### src/hw/rtl/stb_pkg.sv
// ----------------------------------------------------------------------------
// stb_pkg
// shared types and codes for the timer bank
// ----------------------------------------------------------------------------
package stb_pkg;

   localparam logic [2:0] OP_TICK  = 3'd0;
   localparam logic [2:0] OP_MAKE  = 3'd1;
   localparam logic [2:0] OP_PAUSE = 3'd2;
   localparam logic [2:0] OP_STOP  = 3'd3;
   localparam logic [2:0] OP_START = 3'd4;
   localparam logic [2:0] OP_REMOVE = 3'd5;
   localparam logic [2:0] OP_SETIV = 3'd6;
   localparam logic [2:0] OP_UNUSED = 3'd7;

   localparam logic [1:0] KIND_FIRED = 2'd0;
   localparam logic [1:0] KIND_DONE  = 2'd1;
   localparam logic [1:0] KIND_ALLOC = 2'd2;
   localparam logic [1:0] KIND_ERROR = 2'd3;

   // one classified command handed from front to back
   typedef struct packed {
      logic [2:0]  op;
      logic [3:0]  timer_id;
      logic [30:0] period;
      logic        app_clock;
      logic [23:0] elapsed;
      logic [15:0] time_scale;
   } cmd_type;

endpackage

### src/hw/rtl/software_timer_bank.sv
// ----------------------------------------------------------------------------
// software_timer_bank
// bank of repeating countdown timers with slot allocation
// ----------------------------------------------------------------------------
//  channel  ports                          handshake
//  request  req_op .. req_time_scale       start & !busy
//  result   rsp_kind rsp_slot rsp_last     rsp_valid, one cycle
//
//  a tick passes through the scale product, the slot walk over every slot and the
//  closing beat in turn; other commands go from capture straight to their result.
//  a two-entry queue takes commands while the back end works; busy means full.
//  reset is synchronous and clears every timer; the receiver cannot stall.
// ----------------------------------------------------------------------------
module software_timer_bank
   import stb_pkg::*;
#(
   parameter int NUM_TIMERS = 16
) (
   input  logic        clock,
   input  logic        reset,
   input  logic        start,
   output logic        busy,
   input  logic [2:0]  req_op,
   input  logic [3:0]  req_timer_id,
   input  logic [30:0] req_period,
   input  logic        req_app_clock,
   input  logic [23:0] req_elapsed,
   input  logic [15:0] req_time_scale,
   output logic        rsp_valid,
   output logic [1:0]  rsp_kind,
   output logic [3:0]  rsp_slot,
   output logic        rsp_last
);

   cmd_type in_cmd, head_cmd;
   logic    full, avail, pop, push;

   assign busy   = full;
   assign push   = start && !full;
   assign in_cmd = '{op: req_op, timer_id: req_timer_id, period: req_period,
                     app_clock: req_app_clock, elapsed: req_elapsed,
                     time_scale: req_time_scale};

   stb_front u_front (
      .clock(clock), .reset(reset), .push(push), .push_cmd(in_cmd), .full(full),
      .pop(pop), .avail(avail), .head_cmd(head_cmd)
   );

   stb_back #(.NUM_TIMERS(NUM_TIMERS)) u_back (
      .clock(clock), .reset(reset), .avail(avail), .cmd(head_cmd), .pop(pop),
      .rsp_valid(rsp_valid), .rsp_kind(rsp_kind), .rsp_slot(rsp_slot),
      .rsp_last(rsp_last)
   );

   // a fired beat is never the closing one
   a_fired_not_last: assert property (@(posedge clock) disable iff (reset)
      rsp_valid && rsp_kind == KIND_FIRED |-> !rsp_last) else $error("fired beat marked last");

   // an allocation or error closes its command
   a_single_last: assert property (@(posedge clock) disable iff (reset)
      rsp_valid && (rsp_kind == KIND_ALLOC || rsp_kind == KIND_ERROR) |-> rsp_last)
      else $error("single beat not last");

   // beats after a closing beat need a fresh command from the queue
   a_gap_after_last: assert property (@(posedge clock) disable iff (reset)
      rsp_valid && rsp_last |=> !rsp_valid) else $error("beat right after closing beat");

endmodule

### src/hw/rtl/stb_front.sv
// ----------------------------------------------------------------------------
// stb_front
// accepts commands into a two-entry queue for the back end
// ----------------------------------------------------------------------------
module stb_front
   import stb_pkg::*;
(
   input  logic        clock,
   input  logic        reset,
   input  logic        push,
   input  cmd_type     push_cmd,
   output logic        full,
   input  logic        pop,
   output logic        avail,
   output cmd_type     head_cmd
);

   cmd_type    q_ff [2];
   logic       wr_ptr_ff, wr_ptr_in;
   logic       rd_ptr_ff, rd_ptr_in;
   logic [1:0] cnt_ff, cnt_in;

   assign full     = cnt_ff == 2'd2;
   assign avail    = cnt_ff != 2'd0;
   assign head_cmd = q_ff[rd_ptr_ff];

   always_comb begin
      wr_ptr_in = wr_ptr_ff ^ push;
      rd_ptr_in = rd_ptr_ff ^ pop;
      cnt_in    = cnt_ff + {1'b0, push} - {1'b0, pop};
   end

   always_ff @(posedge clock) begin
      if (reset) begin
         wr_ptr_ff <= 1'b0;
         rd_ptr_ff <= 1'b0;
         cnt_ff    <= 2'd0;
      end else begin
         wr_ptr_ff <= wr_ptr_in;
         rd_ptr_ff <= rd_ptr_in;
         cnt_ff    <= cnt_in;
      end
      if (push) q_ff[wr_ptr_ff] <= push_cmd;
   end

endmodule

### src/hw/rtl/stb_back.sv
// ----------------------------------------------------------------------------
// stb_back
// carries out commands on the timer state, one slot per cycle for a tick
// ----------------------------------------------------------------------------
module stb_back
   import stb_pkg::*;
#(
   parameter int NUM_TIMERS = 16
) (
   input  logic        clock,
   input  logic        reset,
   input  logic        avail,
   input  cmd_type     cmd,
   output logic        pop,
   output logic        rsp_valid,
   output logic [1:0]  rsp_kind,
   output logic [3:0]  rsp_slot,
   output logic        rsp_last
);

   localparam int IW = $clog2(NUM_TIMERS);
   localparam int CW = $clog2(NUM_TIMERS + 1);

   typedef enum logic [2:0] {S_IDLE, S_MUL, S_TICK, S_DONE, S_OP} state_type;

   state_type      state_ff;
   cmd_type        cur_ff;
   logic [31:0]    remaining_ff [NUM_TIMERS];
   logic [30:0]    interval_ff  [NUM_TIMERS];
   logic [NUM_TIMERS-1:0] running_ff, in_use_ff, unscaled_ff;
   // links carry the empty marker too
   logic [CW-1:0]  free_link_ff [NUM_TIMERS];
   logic [CW-1:0]  free_head_ff, high_water_ff;
   logic [31:0]    scaled_ff;
   logic [CW-1:0]  idx_ff;
   logic           rsp_valid_ff;
   logic [1:0]     rsp_kind_ff;
   logic [3:0]     rsp_slot_ff;
   logic           rsp_last_ff;

   // tick datapath for the visited slot
   logic [IW-1:0]  ti;
   logic [32:0]    dec;
   logic signed [33:0] diff;
   logic [31:0]    sat_sub;
   logic           fire;
   logic [39:0]    prod;
   // targeted ops
   logic [IW-1:0]  tid;
   logic           bad_id;
   logic signed [33:0] sum_iv;
   logic [31:0]    sat_add;

   assign prod = cur_ff.elapsed * cur_ff.time_scale;
   assign ti   = idx_ff[IW-1:0];
   assign dec  = unscaled_ff[ti] ? {9'd0, cur_ff.elapsed} : {1'b0, scaled_ff};
   assign diff = $signed({{2{remaining_ff[ti][31]}}, remaining_ff[ti]})
               - $signed({1'b0, dec});
   always_comb begin
      if (diff > 34'sh0_7FFF_FFFF)       sat_sub = 32'h7FFF_FFFF;
      else if (diff < -34'sh0_8000_0000) sat_sub = 32'h8000_0000;
      else                               sat_sub = diff[31:0];
   end
   assign fire = $signed(sat_sub) <= 0;

   assign tid    = IW'(cur_ff.timer_id);
   assign bad_id = ({2'b0, cur_ff.timer_id} >= 6'(NUM_TIMERS)) || !in_use_ff[tid];
   assign sum_iv = $signed({{2{remaining_ff[tid][31]}}, remaining_ff[tid]})
                 + $signed({3'b0, cur_ff.period}) - $signed({3'b0, interval_ff[tid]});
   always_comb begin
      if (sum_iv > 34'sh0_7FFF_FFFF)       sat_add = 32'h7FFF_FFFF;
      else if (sum_iv < -34'sh0_8000_0000) sat_add = 32'h8000_0000;
      else                                 sat_add = sum_iv[31:0];
   end

   assign pop       = state_ff == S_IDLE && avail;
   assign rsp_valid = rsp_valid_ff;
   assign rsp_kind  = rsp_kind_ff;
   assign rsp_slot  = rsp_slot_ff;
   assign rsp_last  = rsp_last_ff;

   always_ff @(posedge clock) begin
      if (reset) begin
         state_ff      <= S_IDLE;
         running_ff    <= '0;
         in_use_ff     <= '0;
         unscaled_ff   <= '0;
         free_head_ff  <= CW'(NUM_TIMERS);
         high_water_ff <= '0;
         rsp_valid_ff  <= 1'b0;
         for (int i = 0; i < NUM_TIMERS; i++) begin
            remaining_ff[i] <= '0;
            interval_ff[i]  <= '0;
         end
      end else begin
         rsp_valid_ff <= 1'b0;
         case (state_ff)
            S_IDLE: begin
               if (avail) begin
                  cur_ff   <= cmd;
                  idx_ff   <= '0;
                  state_ff <= (cmd.op == OP_TICK) ? S_MUL : S_OP;
               end
            end
            S_MUL: begin
               scaled_ff <= (prod[39:8] > 32'h7FFF_FFFF) ? 32'h7FFF_FFFF : prod[39:8];
               state_ff  <= S_TICK;
            end
            S_TICK: begin
               if (in_use_ff[ti] && running_ff[ti]) begin
                  if (fire) begin
                     remaining_ff[ti] <= {1'b0, interval_ff[ti]};
                     rsp_valid_ff <= 1'b1;
                     rsp_kind_ff  <= KIND_FIRED;
                     rsp_slot_ff  <= 4'(idx_ff);
                     rsp_last_ff  <= 1'b0;
                  end else begin
                     remaining_ff[ti] <= sat_sub;
                  end
               end
               idx_ff <= idx_ff + 1'b1;
               if (idx_ff == CW'(NUM_TIMERS - 1)) state_ff <= S_DONE;
            end
            S_DONE: begin
               rsp_valid_ff <= 1'b1;
               rsp_kind_ff  <= KIND_DONE;
               rsp_slot_ff  <= '0;
               rsp_last_ff  <= 1'b1;
               state_ff     <= S_IDLE;
            end
            S_OP: begin
               rsp_valid_ff <= 1'b1;
               rsp_last_ff  <= 1'b1;
               state_ff     <= S_IDLE;
               if (cur_ff.op == OP_MAKE) begin
                  if (free_head_ff < CW'(NUM_TIMERS) || high_water_ff < CW'(NUM_TIMERS)) begin
                     logic [IW-1:0] s;
                     if (free_head_ff < CW'(NUM_TIMERS)) begin
                        s = free_head_ff[IW-1:0];
                        free_head_ff <= free_link_ff[s];
                     end else begin
                        s = high_water_ff[IW-1:0];
                        high_water_ff <= high_water_ff + 1'b1;
                     end
                     remaining_ff[s] <= {1'b0, cur_ff.period};
                     interval_ff[s]  <= cur_ff.period;
                     running_ff[s]   <= 1'b1;
                     in_use_ff[s]    <= 1'b1;
                     unscaled_ff[s]  <= cur_ff.app_clock;
                     rsp_kind_ff <= KIND_ALLOC;
                     rsp_slot_ff <= 4'(s);
                  end else begin
                     rsp_kind_ff <= KIND_ERROR;
                     rsp_slot_ff <= '0;
                  end
               end else if (cur_ff.op == OP_UNUSED || bad_id) begin
                  rsp_kind_ff <= KIND_ERROR;
                  rsp_slot_ff <= cur_ff.timer_id;
               end else begin
                  rsp_kind_ff <= KIND_DONE;
                  rsp_slot_ff <= cur_ff.timer_id;
                  case (cur_ff.op)
                     OP_PAUSE: running_ff[tid] <= 1'b0;
                     OP_STOP: begin
                        if (running_ff[tid]) begin
                           running_ff[tid]   <= 1'b0;
                           remaining_ff[tid] <= {1'b0, interval_ff[tid]};
                        end
                     end
                     OP_START: running_ff[tid] <= 1'b1;
                     OP_REMOVE: begin
                        running_ff[tid]   <= 1'b0;
                        in_use_ff[tid]    <= 1'b0;
                        free_link_ff[tid] <= free_head_ff;
                        free_head_ff      <= CW'(tid);
                     end
                     default: begin
                        remaining_ff[tid] <= sat_add;
                        interval_ff[tid]  <= cur_ff.period;
                     end
                  endcase
               end
            end
            default: state_ff <= S_IDLE;
         endcase
      end
   end

endmodule

### config.mk
export PLATFORM = sky130hd
export DESIGN_NAME = software_timer_bank
export DESIGN_NICKNAME = d
export VERILOG_FILES = /design/src/hw/rtl/stb_pkg.sv /design/src/hw/rtl/software_timer_bank.sv /design/src/hw/rtl/stb_front.sv /design/src/hw/rtl/stb_back.sv
export SDC_FILE = /design/constraint.sdc
export NUM_CORES = 2
export LEC_CHECK = 0
export BUFFER_PORTS_ARGS = -buffer_cell sky130_fd_sc_hd__buf_2
export CORE_MARGIN = 4
export CORE_UTILIZATION = 50
export CTS_BUF_LIST = sky130_fd_sc_hd__clkbuf_16
export CTS_CLUSTER_DIAMETER = 150
export DETAILED_ROUTE_END_ITERATION = 10
export GPL_TIMING_DRIVEN = 0
export PLACE_DENSITY_LB_ADDON = 0.05
export SETUP_SLACK_MARGIN = 0.4
export SYNTH_ARGS = -nofsm -noshare
export SYNTH_HDL_FRONTEND = slang
export SYNTH_SLANG_ARGS = --single-unit
### constraint.sdc
create_clock -name clock -period 23 [get_ports clock]
set_input_delay 1.15 -clock clock [delete_from_list [all_inputs] [get_ports clock]]
set_output_delay 1.15 -clock clock [all_outputs]
set_load 0.05 [all_outputs]
== Word level (Yosys, flattened, before mapping) ==
Memory sizes are Yosys's and may differ from the RTL's. A register that Yosys moved wholly into a read port is not among the register bits.
Cells that the tools add are included.

* Register bits after elaboration: 189
* Latch bits: 0
* Bits in writable memories: 1246
* Bits in read-only memories: 0
* Input port bits: 82
* Word-level logic and storage cells: 236
* Memories: 4

{| class="wikitable"
|+ Memories
! name !! words !! width !! read ports !! clocked after memory_dff !! write ports !! line !! RTL
|-
| u_back.remaining_ff || 16 || 32 || 2 || 2 || 16 || stb_back.sv:28 || <nowiki>logic [31:0] remaining_ff [NUM_TIMERS];</nowiki>
|-
| u_back.interval_ff || 16 || 31 || 2 || 2 || 16 || stb_back.sv:29 || <nowiki>logic [30:0] interval_ff [NUM_TIMERS];</nowiki>
|-
| u_front.q_ff || 2 || 79 || 1 || 1 || 1 || stb_front.sv:18 || <nowiki>cmd_type q_ff [2];</nowiki>
|-
| u_back.free_link_ff || 16 || 5 || 1 || 1 || 1 || stb_back.sv:32 || <nowiki>logic [CW-1:0] free_link_ff [NUM_TIMERS];</nowiki>
|}

* Add/subtract/negate cells: 7
* $mul: 1
* Divide/modulo/power cells: 0
* Magnitude comparators: 13
* Equality and inequality tests: 20
* Shift operators: 0
* Multiplexer cells: 122
* Bitwise logic cells: 12
* Reductions and logical operators: 36

{| class="wikitable"
|+ Operators with widths
! cell !! number
|-
| 32-bit 2-to-1 mux || 10
|-
| 16-bit 2-to-1 mux || 8
|-
| 32-bit OR reduction || 3
|-
| 4-bit 2-to-1 mux || 20
|-
| 34-bit by 32-bit greater-than comparator with 1-bit output, second input constant || 2
|-
| 34-bit by 32-bit < comparator with 1-bit output, second input constant || 2
|-
| 31-bit 2-to-1 mux || 2
|-
| 31-bit OR reduction || 2
|-
| 1-bit 2-to-1 mux || 54
|-
| 16-bit OR || 3
|-
| 16-bit case mux with 3 select lines || 1
|-
| 24-bit by 16-bit multiplier with 40-bit output || 1
|-
| 32-bit by 33-bit subtractor with 34-bit output || 1
|-
| 34-bit by 32-bit subtractor with 34-bit output || 1
|-
| 32-bit by 32-bit adder with 33-bit output || 1
|-
| 16-bit AND || 2
|-
| 32-bit by 31-bit greater-than comparator with 1-bit output, second input constant || 1
|-
| 32-bit by 1-bit <= comparator with 1-bit output, second input constant || 1
|-
| 5-bit 2-to-1 mux || 6
|-
| 1-bit binary-select mux with 4-bit select || 5
|-
| 16-bit bitwise mux || 1
|-
| 16-bit inverter || 1
|-
| 4-bit AND reduction || 4
|-
| 4-bit by 5-bit < comparator with 1-bit output, second input constant || 3
|-
| 36 further kinds || 76
|}

== Logic depth before layout (Yosys ltp) ==
* Depth in word-level cells: 18
* Depth in mapped cells: 37
* Depth with buffers taken out: 29

== Modules after synthesis ==
Synthesis repeated with hierarchy kept, for this count alone.

* Cells, all modules: 6470
* Area total of the unflattened synthesis: 86414.1 sq um

{| class="wikitable"
|+ Modules (own cells, without submodules)
! module !! instances !! cells each !! area an instance (sq um) !! seq. area each (sq um)
|-
| stb_back || 1 || 6204 || 80095.6 || 37846.3
|-
| stb_front || 1 || 265 || 6304.8 || 4824.6
|-
| software_timer_bank || 1 || 1 || 13.8 || 0.0
|}

== Worst setup path before layout ==
Ideal clock, no wire load.

* Kind: register -> register
* Start: reg with a tool-made name
* End: mem u_back.remaining_ff[0][3] (data pin)
* Setup time: 0.266 ns
* Arrival time: 8.965 ns
* Data required time: 22.734 ns
* Setup slack: 13.769 ns
* Cell stages (with the launch flop): 35
* Buffers on the path: 9
* Cells stage by stage: dfxtp_1 -> clkbuf_1 -> clkbuf_1 -> clkbuf_1 -> clkbuf_1 -> buf_1 -> buf_1 -> mux4_2 -> mux4_2 -> ha_1 -> clkbuf_1 -> or4_1 -> nor2_1 -> nor2_1 -> a41o_1 -> a31o_2 -> a31o_2 -> a21oi_1 -> xnor2_1 -> ha_1 -> a21oi_1 -> o21bai_1 -> a21o_1 -> a21o_1 -> a21oi_1 -> o21ai_0 -> o21ai_0 -> nand2_1 -> a211o_1 -> clkbuf_1 -> a21boi_1 -> nor2_1 -> a211oi_1 -> buf_2 -> nor2_1

{| class="wikitable"
|+ RTL lines
! element !! line
|-
| end, declared || stb_back.sv:28
|}

==> metrics <==
Worst path slowest cell nor3_1; die boundary height 424.6 um; leading cell types in the layout, fill and taps excluded 1369 x edfxtp_1, 734 x nor2_1, 669 x mux4_2, 596 x and2_1, 468 x nand2_1; share of cells above drive strength 1 17.61%; antenna violations before repair 20; total number of placement rows 152; Maximum Capacitance Violations 4; reg-to-reg setup timing slack 9.42 ns; Post-CTS Hold Buffers 0; total of warnings raised by yosys 0; data arrival time at the worst-slack endpoint 14.13 ns; Post-Synthesis Cell Area 0.08678 mm^2; main combinational cell family by area after synthesis multiplexers; HP Start u_back.unscaled_ff[14]; skew final 0.06232 ns; run status finished with violations; synthesized-area fraction occupied by ao, oa, aoi and oai cells 4.735%; Horiz. Die Dim 424.6 um; Die Footprint 0.1803 mm^2; depth of the CTS H-tree 4; critical path launch point type flip-flop; number of max-slew violations in the final report 41; number of enable-type register cells in the synthesized netlist 1369; largest fanout on the critical path 11; transition at the pin with the smallest max-transition slack 1.583 ns; number of nets in the layout 7430; largest buffer count on any clock path 3; insertion delay of the later-clocked pin in the worst-skew pair 0.86 ns; global-route wire length before repair 420.5 mm; fraction of registers with async set/reset 0%; routability congestion estimate 0.9945; synthesized flop and latch total 1447; Root Buffer Master clkbuf_16; area growth from synthesis to layout 10.44%; mean number of vias per cell 6.319; Total Routing Usage GR 32.78%; largest net degree at the start of global routing 47; clk sink count 1447; worst relative slew slack -5.556%; DRT iter0 DRCs 7253; Final HPWL DP 215.2 mm; clock buffer count from CTS 160; number of antenna-violating nets in the routed design 0; capture endpoint of the worst hold path u_back.unscaled_ff[14]; Filler cells 14300; CP Capture Type flip-flop; most used cell, CP clkbuf_1; library cell with the largest summed area after synthesis edfxtp_1; portion of netlist area occupied by mux cells 19.30%; unrepaired setup endpoints after global routing no; Port Buffer Count 90; adder-cell area share of the yosys netlist 10.15%; post-synthesis cell type count 90; crit share post-route 59.04%; clock tree from TritonCTS built; Post-CTS Setup Repair Bufs 0; synthesized instance count 6548; top cells by area in the synthesized netlist edfxtp_1 47%, mux4_2 17%, fa_1 7.1%; class of the worst hold path reg2reg; Tmin final 13.58 ns; dominant synthesized flop cell edfxtp_1; Gates resized, CTS repair 0; critical path start-end classification reg2reg; timing-limited maximum frequency 73.65 MHz; final number of setup-violating endpoints 0; router iterations before antenna repair 8; starting density of the core 50.42%; Post-Syn Area per Cell 13.25 um^2; DRC errors left 0; reg-to-reg endpoint u_back.remaining_ff[4][21]; part of the Yosys area used for sequential elements 49.17%; number of cell instances on the worst register-to-register path 32; Overflow after GRT 0; failing checks capacitance limit, slew limit; post-synthesis share of cell area spent on and, or, nand and nor gates 11.59%; core area 0.1721 mm^2; clock-pin slew reported for the worst setup and hold paths after clock tree synthesis 0.06 ns; number of I/O pins 91; stage delay of the slowest cell on the critical path 1.26 ns; setup TNS after final layout 0 ns; final routed wire length divided by cell count 31.77 um; syn_nets 7149; total via count in the routed design 58560; synthesized-area fraction occupied by xor and xnor cells 1.221%; required time of the worst setup path 23.55 ns; fraction of post-synthesis cell area in the top cell type by area 47.37%; number of global-route vias before repair 58740; most frequent standard cell in the layout excluding fill and tap cells edfxtp_1; worst hold path stage count 2; hold violation count in the final report 0; WL final 294.4 mm
-- synth_stat cells (6+ instances only) --
| cell type | count |
|---|---|
| o31ai_1 | 6 |
| fa_1 | 308 |
| nand2_1 | 468 |
| nor2b_1 | 23 |
| buf_2 | 28 |
| and4_1 | 7 |
| buf_1 | 59 |
| ha_1 | 211 |
| a21boi_0 | 7 |
| clkbuf_1 | 405 |
| nor2_1 | 734 |
| o21ai_0 | 175 |
| nand2b_1 | 57 |
| o211ai_1 | 18 |
| a21oi_1 | 224 |
| or2_2 | 23 |
| xor2_1 | 52 |
| o21ai_1 | 6 |
| a21o_1 | 48 |
| mux2_2 | 88 |
| a22oi_1 | 7 |
| xnor2_1 | 69 |
| o21a_1 | 29 |
| a211oi_1 | 23 |
| o21bai_1 | 18 |
| o22ai_1 | 8 |
| edfxtp_1 | 1369 |
| or3_1 | 8 |
| inv_1 | 368 |
| nor3_1 | 72 |
| and2_1 | 596 |
| nand3_1 | 43 |
| mux4_2 | 669 |
| dfxtp_1 | 78 |
| and3_1 | 9 |
| nand4_1 | 17 |
| mux2i_1 | 69 |
| a31oi_1 | 36 |
-- per-stage QoR --
step | worst slack (ns) | area, um^2 | hold WS (ns) | utilization (%) | instances
3_3_place_gp | 9.050 | 90120 | 0.4631 | 52.36 | 8948
3_5_place_dp | 9.422 | 90730 | 0.4661 | 52.71 | 8976
2_1_floorplan | 13.77 | 86780 | 0.4411 | - | 6548
4_1_cts | 9.331 | 95800 | 0.4414 | 55.66 | 9261
6_report | 9.422 | 95840 | 0.4822 | 55.68 | 9266
5_1_grt | 8.931 | 95830 | 0.4671 | 55.68 | 9262
-- worst max-delay path, delay by kind of cell, from the launching register on --
kind	cells	cell delay (ns)
flip-flops	1	0.32
multiplexers	2	0.97
buffers and inverters	8	5.29
AND/OR/NAND/NOR	6	2.01
XOR/XNOR	1	0.10
AO/OA/AOI/OAI	13	3.89
adder cells (fa/ha/maj)	2	0.66
-- flip-flops by register name, summed over array words and instances, names as in the netlist, 5 cells and up, named ones only --
name and flops:
u_back.free_head_ff 5, u_back.cur_ff 75, u_back.high_water_ff 5, u_back.scaled_ff 32
u_back.idx_ff 5, u_back.free_link_ff 80, u_back.interval_ff 496, u_back.remaining_ff 512
u_back.unscaled_ff 16, u_front.q_ff 158, u_back.in_use_ff 16
-- metal layers --
metal  GRT usage, %  wire length [um]  up-vias
li1               -                 -    24520
met1          44.93            117200    30210
met2          49.72            131500     3143
met3          8.397             29710      682
met4          14.46             15770        8
met5         0.4570               152        -
-- worst max path at each step --
stage / slack (ns) / end / depth (start not counted) / from
6_report: 9.42 / u_back.remaining_ff[4][21] / 32 / flip-flop
5_1_grt: 8.93 / u_back.remaining_ff[6][21] / 32 / flip-flop
4_1_cts: 9.33 / u_back.remaining_ff[4][21] / 33 / flip-flop
3_5_place_dp: 9.42 / u_back.remaining_ff[4][21] / 32 / flip-flop
3_3_place_gp: 9.05 / u_back.remaining_ff[1][12] / 32 / flip-flop
2_1_floorplan: 13.77 / u_back.remaining_ff[0][3] / 34 / flip-flop
-- final cells by class --
class	instances	area (um^2)	share of cell area, %
multi-input cells	4232	40880	42.66
flip-flops and latches	1447	42670	44.52
inverters	371	1393	1.453
diodes	4	10.01	0.01044
plain buffers	498	1964	2.050
clock buffers	163	4079	4.256
well taps	2310	2890	3.016
clock inverters	122	998.5	1.042
repair buffers	119	952.2	0.9935
-- cells by family after synthesis --
logic type / count (synthesis)
buffers and inverters: 869
muxes: 826
AOI/OAI and AO/OA: 671
DFF: 1447
adders and majority gates: 519
xor gates and xnor gates: 121
other: 1
and+or+nand+nor: 2094
Power is not shown: default switching activity piles up to over one toggle a cycle in this logic, so the estimate is an artifact.
